### config.mk
export PLATFORM = sky130hd
export DESIGN_NAME = glyph_row_span_emitter
export DESIGN_NICKNAME = d
export VERILOG_FILES = /design/src/hw/rtl/grse_pkg.sv /design/src/hw/rtl/glyph_row_span_emitter.sv /design/src/hw/rtl/grse_clip_unit.sv /design/src/hw/rtl/grse_damage_box.sv /design/src/hw/rtl/grse_seq.sv
export SDC_FILE = /design/constraint.sdc
export NUM_CORES = 1
export LEC_CHECK = 0
export BUFFER_PORTS_ARGS = -buffer_cell sky130_fd_sc_hd__buf_2
export CAP_MARGIN = 15
export CORE_MARGIN = 4
export CORE_UTILIZATION = 45
export DETAILED_ROUTE_END_ITERATION = 10
export HOLD_SLACK_MARGIN = 0.05
export PLACE_DENSITY_LB_ADDON = 0.12
export SYNTH_ARGS = -nofsm -noshare
export SYNTH_HDL_FRONTEND = slang
export SYNTH_SLANG_ARGS = --single-unit
### constraint.sdc
create_clock -name clock -period 12 [get_ports clock]
set_clock_uncertainty 0.05 [all_clocks]
set_input_delay 3.6 -clock clock [delete_from_list [all_inputs] [get_ports clock]]
set_output_delay 3.6 -clock clock [all_outputs]
set_load 0.005 [all_outputs]
### src/hw/rtl/grse_pkg.sv
// grse_pkg: shared types, codes and the run finder of the glyph row span emitter
// used by every module of the block; depends on nothing else
package grse_pkg;

   // geometry constants
   localparam int COORD_BITS  = 13;
   localparam int GLYPH_ROWS  = 16;
   localparam int CELL_WIDE   = 16;
   localparam int CELL_NARROW = 8;
   localparam int SPAN_BITS   = 9;   // holds GLYPH_ROWS * 15 and 16 * 15

   typedef logic [COORD_BITS-1:0] coord_type;
   typedef logic [COORD_BITS:0]   coord_ext_type;
   typedef logic [SPAN_BITS-1:0]  span_type;

   // function codes
   localparam logic [1:0] FUNC_ROW   = 2'd0;
   localparam logic [1:0] FUNC_CLEAR = 2'd1;
   localparam logic [1:0] FUNC_READ  = 2'd2;

   // register indexes
   localparam logic [1:0] REG_SCALE         = 2'd0;
   localparam logic [1:0] REG_SCREEN_WIDTH  = 2'd1;
   localparam logic [1:0] REG_SCREEN_HEIGHT = 2'd2;

   // reset values of the registers
   localparam logic [3:0] SCALE_RESET         = 4'd2;
   localparam coord_type  SCREEN_WIDTH_RESET  = coord_type'(1024);
   localparam coord_type  SCREEN_HEIGHT_RESET = coord_type'(768);

   typedef struct packed {
      logic [1:0]  func;
      logic [11:0] pos_x;
      logic [11:0] pos_y;
      logic [15:0] row_bits;
      logic        wide;
      logic [3:0]  row_index;
      logic        first_row;
   } req_type;

   typedef struct packed {
      coord_type rect_x;
      coord_type rect_y;
      coord_type rect_w;
      coord_type rect_h;
      logic      is_foreground;
      logic      damage_valid;
      logic      last;
   } rsp_type;

   // unclipped rectangle offered to the clip unit
   typedef struct packed {
      coord_type x0;
      coord_type y0;
      span_type  w;
      span_type  h;
   } cand_type;

   // clipped rectangle with exclusive right and bottom edges
   typedef struct packed {
      logic      keep;
      coord_type x0;
      coord_type y0;
      coord_type x1;
      coord_type y1;
   } clip_type;

   // damage box commands from the sequencer
   typedef struct packed {
      logic      clear;
      logic      add;
      coord_type x0;
      coord_type y0;
      coord_type x1;
      coord_type y1;
   } dmg_cmd_type;

   typedef struct packed {
      logic      present;
      coord_type left;
      coord_type top;
      coord_type right;
      coord_type bottom;
   } dmg_box_type;

   typedef struct packed {
      logic idle;
      logic pend_valid;
   } seq_stat_type;

   typedef struct packed {
      logic       found;
      logic [3:0] start;
      logic [4:0] stop;
   } run_type;

   // next run of set columns at or after col, column i is bit 15 - i
   function automatic run_type find_run(input logic [15:0] bits, input logic wide,
                                        input logic [4:0] col);
      logic [15:0] set_cols;
      logic [15:0] gap_cols;
      logic        in_cell;
      run_type     r;
      r = '0;
      for (int i = 0; i < 16; i++) begin
         in_cell     = wide || (i < CELL_NARROW);
         set_cols[i] = bits[15-i] && in_cell && (i >= int'(col));
         gap_cols[i] = !(bits[15-i] && in_cell);
      end
      for (int i = 0; i < 16; i++) begin
         if (set_cols[i] && !r.found) begin
            r.found = 1'b1;
            r.start = 4'(i);
         end
      end
      r.stop = wide ? 5'(CELL_WIDE) : 5'(CELL_NARROW);
      for (int i = 15; i >= 0; i--) begin
         if (gap_cols[i] && (i > int'(r.start))) begin
            r.stop = 5'(i);
         end
      end
      return r;
   endfunction

endpackage

### src/hw/rtl/glyph_row_span_emitter.sv
// glyph_row_span_emitter: top level, configuration registers, damage box and sequencer
// depends on grse_pkg, grse_damage_box, grse_seq
//
//   channel   ports                              direction
//   req       req_valid, req_ready, req_data     in, one glyph row or damage command
//   rsp       rsp_valid, rsp_ready, rsp_data     out, one rectangle or damage report
//   csr       csr_write_en, csr_index, csr_wdata in, register writes, no read-back
//
// a glyph row is accepted in the idle state, then the background rectangle is made if
// first_row is set, then each run of set columns in turn; once no further run is found
// the held result, if any, is handed over as the final one; each rectangle goes through
// the one clip unit in its own step. clear is done on acceptance, read goes through a read state.
// reset is synchronous and active high, empties the damage box and loads the register
// reset values.
// a stalled rsp holds the sequencer once the held result and the output are both full.
module glyph_row_span_emitter (
   input  logic                clock,
   input  logic                reset,
   input  logic                req_valid,
   output logic                req_ready,
   input  grse_pkg::req_type   req_data,
   output logic                rsp_valid,
   input  logic                rsp_ready,
   output grse_pkg::rsp_type   rsp_data,
   input  logic                csr_write_en,
   input  logic [1:0]          csr_index,
   input  grse_pkg::coord_type csr_wdata
);

   logic [3:0]             scale_ff;
   grse_pkg::coord_type    screen_width_ff;
   grse_pkg::coord_type    screen_height_ff;
   grse_pkg::dmg_cmd_type  dmg_cmd;
   grse_pkg::dmg_box_type  dmg_box;
   grse_pkg::seq_stat_type stat;

   // configuration registers
   always_ff @(posedge clock) begin
      if (reset) begin
         scale_ff         <= grse_pkg::SCALE_RESET;
         screen_width_ff  <= grse_pkg::SCREEN_WIDTH_RESET;
         screen_height_ff <= grse_pkg::SCREEN_HEIGHT_RESET;
      end else if (csr_write_en) begin
         case (csr_index)
            grse_pkg::REG_SCALE:         scale_ff         <= csr_wdata[3:0];
            grse_pkg::REG_SCREEN_WIDTH:  screen_width_ff  <= csr_wdata;
            grse_pkg::REG_SCREEN_HEIGHT: screen_height_ff <= csr_wdata;
            default: begin
            end
         endcase
      end
   end

   // damage box
   grse_damage_box u_damage (
      .clock (clock),
      .reset (reset),
      .cmd   (dmg_cmd),
      .box   (dmg_box)
   );

   // sequencer with the shared clip unit
   grse_seq u_seq (
      .clock         (clock),
      .reset         (reset),
      .req_valid     (req_valid),
      .req_ready     (req_ready),
      .req_data      (req_data),
      .rsp_valid     (rsp_valid),
      .rsp_ready     (rsp_ready),
      .rsp_data      (rsp_data),
      .scale         (scale_ff),
      .screen_width  (screen_width_ff),
      .screen_height (screen_height_ff),
      .dmg_box       (dmg_box),
      .dmg_cmd       (dmg_cmd),
      .stat          (stat)
   );

   // no result is held back while waiting for a new transaction
   a_idle_no_pend: assert property (@(posedge clock) disable iff (reset)
      stat.idle |-> !stat.pend_valid)
      else $error("result held back while idle");

   // a recorded box always has area, an empty one is all zero
   a_box_shape: assert property (@(posedge clock) disable iff (reset)
      dmg_box.present |-> (dmg_box.right > dmg_box.left) && (dmg_box.bottom > dmg_box.top))
      else $error("damage box without area");

   a_box_empty: assert property (@(posedge clock) disable iff (reset)
      !dmg_box.present |-> (dmg_box.left == '0) && (dmg_box.top == '0)
                           && (dmg_box.right == '0) && (dmg_box.bottom == '0))
      else $error("empty damage box not zero");

   // a clear transaction empties the box
   a_clear: assert property (@(posedge clock) disable iff (reset)
      req_valid && req_ready && (req_data.func == grse_pkg::FUNC_CLEAR)
      |=> !dmg_box.present)
      else $error("damage box not cleared");

   // a damage report is always a final background-class result
   a_report: assert property (@(posedge clock) disable iff (reset)
      rsp_valid && rsp_data.damage_valid |-> rsp_data.last && !rsp_data.is_foreground)
      else $error("damage report malformed");

endmodule

### src/hw/rtl/grse_clip_unit.sv
// grse_clip_unit: shared clip unit, limits one rectangle to the screen
// depends on grse_pkg
module grse_clip_unit (
   input  grse_pkg::cand_type  cand,
   input  grse_pkg::coord_type x_limit,
   input  grse_pkg::coord_type y_limit,
   output grse_pkg::clip_type  clip
);

   grse_pkg::coord_ext_type x_end;
   grse_pkg::coord_ext_type y_end;
   grse_pkg::coord_ext_type x_cut;
   grse_pkg::coord_ext_type y_cut;

   // far edges, then limited to the screen
   always_comb begin
      x_end = {1'b0, cand.x0} + grse_pkg::coord_ext_type'(cand.w);
      y_end = {1'b0, cand.y0} + grse_pkg::coord_ext_type'(cand.h);
      x_cut = (x_end < {1'b0, x_limit}) ? x_end : {1'b0, x_limit};
      y_cut = (y_end < {1'b0, y_limit}) ? y_end : {1'b0, y_limit};
   end

   // rectangle survives only with some area left
   always_comb begin
      clip.x0   = cand.x0;
      clip.y0   = cand.y0;
      clip.x1   = x_cut[grse_pkg::COORD_BITS-1:0];
      clip.y1   = y_cut[grse_pkg::COORD_BITS-1:0];
      clip.keep = (x_cut > {1'b0, cand.x0}) && (y_cut > {1'b0, cand.y0});
   end

endmodule

### src/hw/rtl/grse_damage_box.sv
// grse_damage_box: damage bounding box, widened by each emitted rectangle
// depends on grse_pkg
module grse_damage_box (
   input  logic                  clock,
   input  logic                  reset,
   input  grse_pkg::dmg_cmd_type cmd,
   output grse_pkg::dmg_box_type box
);

   grse_pkg::dmg_box_type box_ff;
   grse_pkg::dmg_box_type box_in;

   // clear, first rectangle or merge
   always_comb begin
      box_in = box_ff;
      if (cmd.clear) begin
         box_in = '0;
      end else if (cmd.add) begin
         if (!box_ff.present) begin
            box_in.present = 1'b1;
            box_in.left    = cmd.x0;
            box_in.top     = cmd.y0;
            box_in.right   = cmd.x1;
            box_in.bottom  = cmd.y1;
         end else begin
            if (cmd.x0 < box_ff.left)   box_in.left   = cmd.x0;
            if (cmd.y0 < box_ff.top)    box_in.top    = cmd.y0;
            if (cmd.x1 > box_ff.right)  box_in.right  = cmd.x1;
            if (cmd.y1 > box_ff.bottom) box_in.bottom = cmd.y1;
         end
      end
   end

   always_ff @(posedge clock) begin
      if (reset) begin
         box_ff <= '0;
      end else begin
         box_ff <= box_in;
      end
   end

   assign box = box_ff;

endmodule

### src/hw/rtl/grse_seq.sv
// grse_seq: sequencer that walks background and runs through the shared clip unit,
// holds one result back so the final one can be marked; depends on grse_pkg, grse_clip_unit
module grse_seq (
   input  logic                   clock,
   input  logic                   reset,
   input  logic                   req_valid,
   output logic                   req_ready,
   input  grse_pkg::req_type      req_data,
   output logic                   rsp_valid,
   input  logic                   rsp_ready,
   output grse_pkg::rsp_type      rsp_data,
   input  logic [3:0]             scale,
   input  grse_pkg::coord_type    screen_width,
   input  grse_pkg::coord_type    screen_height,
   input  grse_pkg::dmg_box_type  dmg_box,
   output grse_pkg::dmg_cmd_type  dmg_cmd,
   output grse_pkg::seq_stat_type stat
);

   localparam logic [2:0] ST_IDLE  = 3'd0;
   localparam logic [2:0] ST_BACK  = 3'd1;
   localparam logic [2:0] ST_RUNS  = 3'd2;
   localparam logic [2:0] ST_FLUSH = 3'd3;
   localparam logic [2:0] ST_READ  = 3'd4;

   logic [2:0]        state_ff, state_in;
   logic [4:0]        col_ff, col_in;
   grse_pkg::req_type req_ff, req_in;
   logic              pend_valid_ff, pend_valid_in;
   grse_pkg::rsp_type pend_ff, pend_in;
   logic              out_valid_ff, out_valid_in;
   grse_pkg::rsp_type out_ff, out_in;

   grse_pkg::run_type  run;
   grse_pkg::cand_type cand;
   grse_pkg::clip_type clip;
   grse_pkg::rsp_type  cand_rsp;
   grse_pkg::rsp_type  read_rsp;
   grse_pkg::coord_type row_y;
   logic               out_free;
   logic               step_ok;
   logic               commit;

   // next run of the latched row
   assign run = grse_pkg::find_run(req_ff.row_bits, req_ff.wide, col_ff);

   // candidate rectangle: whole scaled cell, or one scaled run
   always_comb begin
      row_y = {1'b0, req_ff.pos_y}
              + grse_pkg::coord_type'(grse_pkg::span_type'(req_ff.row_index)
                                      * grse_pkg::span_type'(scale));
      if (state_ff == ST_BACK) begin
         cand.x0 = {1'b0, req_ff.pos_x};
         cand.y0 = {1'b0, req_ff.pos_y};
         cand.w  = req_ff.wide
                   ? grse_pkg::span_type'(grse_pkg::CELL_WIDE * int'(scale))
                   : grse_pkg::span_type'(grse_pkg::CELL_NARROW * int'(scale));
         cand.h  = grse_pkg::span_type'(grse_pkg::GLYPH_ROWS * int'(scale));
      end else begin
         cand.x0 = {1'b0, req_ff.pos_x}
                   + grse_pkg::coord_type'(grse_pkg::span_type'(run.start)
                                           * grse_pkg::span_type'(scale));
         cand.y0 = row_y;
         cand.w  = grse_pkg::span_type'(run.stop - 5'(run.start))
                   * grse_pkg::span_type'(scale);
         cand.h  = grse_pkg::span_type'(scale);
      end
   end

   // clip limits are the screen size, which never exceeds the coordinate range
   grse_clip_unit u_clip (
      .cand    (cand),
      .x_limit (screen_width),
      .y_limit (screen_height),
      .clip    (clip)
   );

   // result words
   always_comb begin
      cand_rsp.rect_x        = clip.x0;
      cand_rsp.rect_y        = clip.y0;
      cand_rsp.rect_w        = clip.x1 - clip.x0;
      cand_rsp.rect_h        = clip.y1 - clip.y0;
      cand_rsp.is_foreground = (state_ff == ST_RUNS);
      cand_rsp.damage_valid  = 1'b0;
      cand_rsp.last          = 1'b0;

      read_rsp.rect_x        = dmg_box.left;
      read_rsp.rect_y        = dmg_box.top;
      read_rsp.rect_w        = dmg_box.right - dmg_box.left;
      read_rsp.rect_h        = dmg_box.bottom - dmg_box.top;
      read_rsp.is_foreground = 1'b0;
      read_rsp.damage_valid  = dmg_box.present;
      read_rsp.last          = 1'b1;
   end

   assign out_free = !out_valid_ff || rsp_ready;
   assign step_ok  = !pend_valid_ff || out_free;

   // sequencer
   always_comb begin
      state_in      = state_ff;
      col_in        = col_ff;
      req_in        = req_ff;
      pend_valid_in = pend_valid_ff;
      pend_in       = pend_ff;
      out_valid_in  = out_valid_ff && !rsp_ready;
      out_in        = out_ff;
      commit        = 1'b0;
      dmg_cmd       = '0;
      dmg_cmd.x0    = clip.x0;
      dmg_cmd.y0    = clip.y0;
      dmg_cmd.x1    = clip.x1;
      dmg_cmd.y1    = clip.y1;

      case (state_ff)
         ST_IDLE: begin
            if (req_valid) begin
               req_in = req_data;
               col_in = '0;
               case (req_data.func)
                  grse_pkg::FUNC_ROW: begin
                     state_in = req_data.first_row ? ST_BACK : ST_RUNS;
                  end
                  grse_pkg::FUNC_CLEAR: begin
                     dmg_cmd.clear = 1'b1;
                  end
                  grse_pkg::FUNC_READ: begin
                     state_in = ST_READ;
                  end
                  default: begin
                  end
               endcase
            end
         end
         ST_BACK: begin
            if (step_ok) begin
               commit   = clip.keep;
               state_in = ST_RUNS;
            end
         end
         ST_RUNS: begin
            if (!run.found) begin
               state_in = ST_FLUSH;
            end else if (step_ok) begin
               commit = clip.keep;
               col_in = run.stop;
            end
         end
         ST_FLUSH: begin
            if (!pend_valid_ff) begin
               state_in = ST_IDLE;
            end else if (out_free) begin
               out_in        = pend_ff;
               out_in.last   = 1'b1;
               out_valid_in  = 1'b1;
               pend_valid_in = 1'b0;
               state_in      = ST_IDLE;
            end
         end
         ST_READ: begin
            if (out_free) begin
               out_in       = read_rsp;
               out_valid_in = 1'b1;
               state_in     = ST_IDLE;
            end
         end
         default: begin
            state_in = ST_IDLE;
         end
      endcase

      // a kept rectangle pushes the held one out and takes its place
      if (commit) begin
         if (pend_valid_ff) begin
            out_in       = pend_ff;
            out_valid_in = 1'b1;
         end
         pend_in       = cand_rsp;
         pend_valid_in = 1'b1;
         dmg_cmd.add   = 1'b1;
      end
   end

   // control registers
   always_ff @(posedge clock) begin
      if (reset) begin
         state_ff      <= ST_IDLE;
         col_ff        <= '0;
         pend_valid_ff <= 1'b0;
         out_valid_ff  <= 1'b0;
      end else begin
         state_ff      <= state_in;
         col_ff        <= col_in;
         pend_valid_ff <= pend_valid_in;
         out_valid_ff  <= out_valid_in;
      end
   end

   // payload registers
   always_ff @(posedge clock) begin
      req_ff  <= req_in;
      pend_ff <= pend_in;
      out_ff  <= out_in;
   end

   assign req_ready       = (state_ff == ST_IDLE);
   assign rsp_valid       = out_valid_ff;
   assign rsp_data        = out_ff;
   assign stat.idle       = (state_ff == ST_IDLE);
   assign stat.pend_valid = pend_valid_ff;

endmodule
==> results of run 1 <==
[critical path: cells and delay by family (launching register included)]
| kind | cells | cell delay [ps] |
|---|---|---|
| AOI/OAI and AO/OA | 23 | 4170 |
| adders and majority gates | 9 | 3280 |
| and+or+nand+nor | 9 | 1610 |
| buffers and inverters | 5 | 670 |
| xor gates and xnor gates | 3 | 530 |
| muxes | 2 | 450 |
| DFF | 1 | 410 |
[cell type report]
| type | instances | area, um^2 |
|---|---|---|
| antenna | 1 | 2.502 |
| clock buffer | 40 | 850.8 |
| clock inverter | 16 | 122.6 |
| fill | 3608 | 17760 |
| inverter | 226 | 855.8 |
| multi-input combinational | 1412 | 10560 |
| sequential | 246 | 5913 |
| tap | 511 | 639.4 |
| timing repair buffer | 208 | 1320 |
[power by group]
part	internal [uW]	switching, uW	total, uW
sequential	1040	73.4	1110
clock	521	367	888
combinational	1020	1340	2360
[final timing paths]
path | slack, ps | to | cells after the start | from
setup / recovery | 680 | u_damage.box[1] | 51 | u_seq.req_ff[5]
hold / removal | 390 | u_seq.rsp_data[23] | 2 | u_seq.pend_ff[23]
setup reg to reg | 680 | u_damage.box[1] | 51 | u_seq.req_ff[5]
hold reg to reg | 390 | u_seq.rsp_data[23] | 2 | u_seq.pend_ff[23]
[metal layers]
layer,vias to the layer above,track usage [%],part of all wire (%)
li1,7230,-,-
met3,69,3.720,5.8
met4,12,4.737,1.9
met1,6845,33.56,48
met5,-,0,0.15
met2,375,37.65,44
[flip-flops by register name, indices dropped and copies added (netlist names)]
name and cells:
u_seq.rsp_data 55, scale_ff 4, u_seq.rsp_valid 1, u_seq.pend_valid_ff 1
screen_height_ff 13, u_seq.col_ff 5, u_damage.box 53, u_seq.req_ff 45
u_seq.state_ff 3, u_seq.pend_ff 53, screen_width_ff 13
[logic make-up after synthesis]
| kind of cell | synth area share (%) |
|---|---|
| AOI/OAI and AO/OA | 20.13 |
| buffers and inverters | 6.889 |
| muxes | 2.597 |
| xor gates and xnor gates | 3.856 |
| adders and majority gates | 17.71 |
| and+or+nand+nor | 15.05 |
| DFF | 33.77 |
[layout by cell type (no fill, tap or decap), types with 18 or more instances in the layout]
master,count
fa_1,36
o21ai_0,121
and2_1,35
mux2i_1,20
inv_1,224
nand2_1,196
a22oi_1,46
mux2_2,19
nand2b_1,23
nor2b_1,37
edfxtp_1,98
ha_1,190
nor3_1,18
a211oi_1,34
dfxtp_1,144
a31oi_1,19
a21o_1,40
clkbuf_16,32
buf_2,124
xor2_1,30
xnor2_1,46
o21a_1,22
a21oi_1,112
nor2_1,133
buf_4,76
[cell usage after synthesis (all sizes together), types with 40 or more instances]
library cell / count
a22oi: 46
o21ai: 133
ha: 190
a21oi: 117
inv: 226
a21o: 40
edfxtp: 98
nor2: 136
clkbuf: 59
nand2: 196
dfxtp: 148
a211oi: 45
xnor2: 47
[through the flow]
| stage | setup slack (ps) | total power [uW] | utilization, % | hold slack (ps) | setup TNS, ps |
|---|---|---|---|---|---|
| 4_1_cts | 74.63 | 4310 | 52.56 | 392.1 | 0 |
| 3_3_place_gp | -126.6 | 3346 | 49.80 | 370.8 | -2891 |
| 3_5_place_dp | -403.9 | 3374 | 49.80 | 377.4 | -41620 |
| 2_1_floorplan | 223.3 | 2692 | - | 367.8 | 0 |
| 5_1_grt | -59.56 | 4696 | 53.29 | 418.6 | -181.0 |
| 6_report | 675.9 | 4358 | 53.29 | 390.8 | 0 |
[timing repair]
item                                    CTS  global route
hold buffers                              0             0
endpoints found under the setup margin  160           165
cloned                                    2             1
buffers inserted                          0            18
pin swaps                                 1             7
resized for setup                         9            25
==> impl_metrics.py, run 1 <==
metrics = {
    "status": {
        "status": "completed",
    },
    "routing": {
        "wl_per_cell_um": 18.79,
        "drt_iter0_markers": 854,
        "drc": 0,
        "via_count": 14531,
        "viasPerCell": 5.463,
        "ant_nets": 0,
        "dr.pass1.iters": 7,
        "wl_um": 49990,
    },
    "place": {
        "post_dp_cell_area_mm2": 0.01893,
        "dp_cells": 2581,
        "dpl.hpwl_um": 38520,
        "port-buffer-count": 124,
        "gp_congestion": 0.9380,
    },
    "finish": {
        "drive_gt1_share_pct": 16.34,
        "finalNetCount": 2418,
        "syn2layout_area_growth_pct": 15.85,
        "final_cells": 2660,
        "final_cell_area_mm2": 0.02026,
    },
    "clock_network": {
        "cts_buffers": 30,
        "ctsRootBufferMaster": "clkbuf_16",
        "cts.sinks": 246,
        "cts_tree": "yes",
        "h-tree-depth": 1,
        "cts_buffer_depth": 3,
        "clock_latency_ps": 570,
        "clkTransAtPathRegs_ps": 60,
    },
    "timing": {
        "setup_violations": 0,
        "max_freq_mhz": 88.31,
        "fin_crit_sh_pct": 94.37,
        "fin_crit_ps": 11320,
        "hold_violations": 0,
        "max_slew_margin_pct": 33.32,
        "worst_slew_pin_slew_ps": 991.7,
        "final_max_slew_viol_count": 0,
    },
    "setup_path": {
        "required_ps": 12380,
        "crit_type": "reg -> reg",
        "critPathSlowestCell": "fa_1",
        "cp.arrival_ps": 11700,
        "cp_max_fo": 25,
        "critical_path.max_stage_delay_ps": 540,
        "cp-start-kind": "flop",
        "endpoint_kind": "flop",
    },
    "yosys": {
        "syn_area_mm2": 0.01749,
        "seq_area_frac_synth_pct": 33.77,
        "synthTopCellsByArea": "dfxtp_1, edfxtp_1, ha_1, inv_1, nand2_1",
        "synth_nets": 2253,
        "synthCells": 1959,
        "synth-main-ff-cell": "dfxtp_1",
        "yosys_warnings": 0,
        "async_flop_share_pct": 0,
        "synth_area_per_cell_um2": 8.928,
        "synth_cell_types": 94,
        "ys_ff_latch": 246,
        "yosysTopAreaCell": "dfxtp_1",
        "synth_top_area_share_pct": 16.94,
        "synth_edf_count": 98,
    },
    "global_routing": {
        "grt_max_degree": 56,
        "antenna_found_initial": 7,
        "grt_usage_pct": 23.41,
        "grt_pass1_wl_um": 78520,
        "grt_pass1_vias": 14102,
        "grt_overflow_total": 0,
    },
    "floorplan": {
        "fp.coreArea_mm2": 0.03802,
        "rows": 71,
        "fp.dieW_um": 205.1,
        "io_pins": 125,
        "die_h_um": 205.1,
        "initial_utilization_pct": 46.00,
        "die-area_mm2": 0.04208,
    },
    "job": {
        "max-cap-violations": 0,
    },
    "power": {
        "p_leak_uw": 0.008517,
        "p_per_area_mw_per_mm2": 215.1,
        "peakVddDrop_uv": 118.4,
    },
    "hold_path": {
        "min_path_type": "reg -> reg",
    },
}
(Power assumes the default switching activity.)
==> run 2, diff against run 1 <==
--- a/config.mk
+++ b/config.mk
@@ -7,8 +7,10 @@
 export LEC_CHECK = 0
 export BUFFER_PORTS_ARGS = -buffer_cell sky130_fd_sc_hd__buf_2
 export CAP_MARGIN = 15
+export CELL_PAD_IN_SITES_DETAIL_PLACEMENT = 1
+export CELL_PAD_IN_SITES_GLOBAL_PLACEMENT = 2
 export CORE_MARGIN = 4
-export CORE_UTILIZATION = 45
+export CORE_UTILIZATION = 35
 export DETAILED_ROUTE_END_ITERATION = 10
 export HOLD_SLACK_MARGIN = 0.05
 export PLACE_DENSITY_LB_ADDON = 0.12
==> constraint.sdc (replaced) <==
create_clock -name clock -period 9.85 [get_ports clock]
set_clock_uncertainty 0.05 [all_clocks]
set_input_delay 2.955 -clock clock [delete_from_list [all_inputs] [get_ports clock]]
set_output_delay 2.955 -clock clock [all_outputs]
set_load 0.005 [all_outputs]
==> run 2 against run 1 <==
Against the previous run:
- the run now ends with negative setup slack left
- first-iteration DRC count decreased by 12%
- sequential share of layout area down 3.7 points
- maximum frequency increased by 4.0%
- sequential power is 22% higher
- final cell count up 14%
- non-clock buffer count grew 223
- total power grew 52%
- critical path type unchanged
- largest cell class unchanged
- highest routed layer unchanged
==> impl_metrics.py, run 2 (synthesized netlist as in run 1, its figures left out) <==
metrics = {
    "status": {
        "status": "finished, violations left",
        "violations": "negative setup slack",
    },
    "clock_network": {
        "cts_buffers": 31,
        "cts_tree": "yes",
        "holdBufCountCts": 0,
        "ctsRootBufferMaster": "clkbuf_16",
        "clkTransAtPathRegs_ps": 60,
        "cts.sinks": 246,
        "h-tree-depth": 1,
        "clock_latency_ps": 610,
        "cts_buffer_depth": 3,
    },
    "power": {
        "p_per_area_mw_per_mm2": 285.5,
        "p_leak_uw": 0.009917,
        "totalPowerFinal_uw": 6629,
        "peakVddDrop_uv": 185.8,
    },
    "finish": {
        "final_cell_area_mm2": 0.02322,
        "layout_common_cells": "buf_4, inv_1, nand2_1",
        "largest_reg_flops": 55,
        "drive_gt1_share_pct": 28.69,
        "n_antenna_cell": 0,
        "layout_commonest_cell": "buf_4",
        "finalNetCount": 2639,
        "syn2layout_area_growth_pct": 32.74,
        "nFillCells": 5683,
    },
    "floorplan": {
        "fp.coreArea_mm2": 0.04915,
        "io_pins": 125,
        "die_h_um": 231.5,
        "die-area_mm2": 0.05361,
        "fp.dieW_um": 231.5,
        "initial_utilization_pct": 35.58,
        "rows": 81,
    },
    "timing": {
        "worst_slew_pin_slew_ps": 874.3,
        "hold_violations": 0,
        "final_max_slew_viol_count": 0,
        "max_freq_mhz": 91.80,
        "rsz0062_at_grt": "yes",
        "setup_violations": 172,
        "worst_slack_ps": -1043,
        "fin_crit_sh_pct": 110.6,
        "max_slew_margin_pct": 41.72,
        "fin_crit_ps": 10890,
    },
    "global_routing": {
        "grt_pass1_wl_um": 95010,
        "grt_usage_pct": 22.33,
        "antenna_found_initial": 7,
        "grt_max_degree": 48,
        "grt_overflow_total": 0,
        "grt_pass1_vias": 16809,
    },
    "hold_path": {
        "min_path_type": "reg -> reg",
        "holdPathStages": 2,
    },
    "place": {
        "dpl.hpwl_um": 47760,
        "post_dp_cell_area_mm2": 0.02087,
        "gp_congestion": 0.8991,
        "port-buffer-count": 124,
    },
    "routing": {
        "drc": 0,
        "dr.pass1.iters": 5,
        "drt_iter0_markers": 751,
        "ant_nets": 0,
        "via_count": 15612,
        "viasPerCell": 5.146,
        "wl_um": 60810,
        "wl_per_cell_um": 20.04,
    },
    "job": {
        "max-cap-violations": 0,
    },
    "setup_path": {
        "critical_path.max_stage_delay_ps": 500,
        "critPathSlowestCell": "fa_1",
        "cp.arrival_ps": 11300,
        "cp_max_fo": 8,
        "cpMostUsedCell": "buf_4",
        "endpoint_kind": "flop",
        "cp-start-kind": "flop",
        "crit_type": "reg -> reg",
        "rr_worst_depth": 56,
        "required_ps": 10260,
    },
}
==> run 2: changes by cell type in the layout (fill, tap and decap cells not counted), sizes merged <==
cell,before,now
bufbuf,0,1
diode,1,0
bufinv,1,4
clkinvlp,1,2
inv,230,226
a21oi,119,117
a221oi,5,4
clkbuf,40,45
buf,208,429
clkinv,10,8
==> run 2: worst paths after layout <==
path	start	end	slack, ps
worst max-delay path	u_seq.col_ff[2]	u_seq.rsp_data[28]	-1040
worst min-delay path	u_seq.pend_ff[32]	u_seq.rsp_data[32]	400
worst max register to register	u_seq.col_ff[2]	u_seq.rsp_data[28]	-1040
worst min register to register	u_seq.pend_ff[32]	u_seq.rsp_data[32]	400
==> run 2: area by class of cell <==
type | count | area (um^2) | area share, %
multi-input cells | 1409 | 11150 | 48.04
inverters | 226 | 859.6 | 3.703
clock buffers | 44 | 904.6 | 3.897
well taps | 664 | 830.8 | 3.579
clock inverters | 14 | 188.9 | 0.8138
flip-flops and latches | 246 | 5922 | 25.51
repair buffers | 431 | 3358 | 14.47
==> run 2: routing by layer <==
| metal | vias up | GRT usage [%] | share of wire [%] |
|---|---|---|---|
| li1 | 7653 | - | - |
| met1 | 7659 | 30.63 | 48 |
| met2 | 221 | 38.17 | 47 |
| met3 | 69 | 2.962 | 3.3 |
| met4 | 10 | 3.979 | 1.9 |
| met5 | - | 0 | 0.10 |
==> run 2: through the flow <==
stage               instances  TNS (ps)  utilization (%)  worst slack (ps)  hold WS (ps)
floorplan                1959    -86100                -             -1010         367.8
global placement         2923   -225190            42.36             -1461         371.4
detailed placement       2925   -281380            42.46             -1800         382.8
CTS                      3023   -167100            46.62             -1052         401.8
global route             3034   -256170            47.23             -1586         415.8
finish                   3034   -163670            47.23             -1043         399.2
==> run 2: critical path, delay by kind of cell (launching register included) <==
| kind | cells | cell delay [ps] |
|---|---|---|
| mux | 1 | 310 |
| flops | 1 | 380 |
| fa+ha+maj | 9 | 3070 |
| buf+inv | 12 | 1650 |
| xor+xnor | 3 | 500 |
| compound gates | 27 | 3960 |
| simple gates | 4 | 800 |
==> run 2: power by group <==
group          switching, uW  total, uW  internal (uW)
clock                    484       1230            742
combinational           2050       4050           2000
sequential              91.4       1350           1260
total                   2620       6630           4010
==> run 2: repair_timing <==
item                       CTS  global route
setup buffers               34            14
hold endpoints to repair     0             0
gates resized for setup    181            38
gates cloned                 7             2
pin swaps                   77            39
setup endpoints to repair  175           174
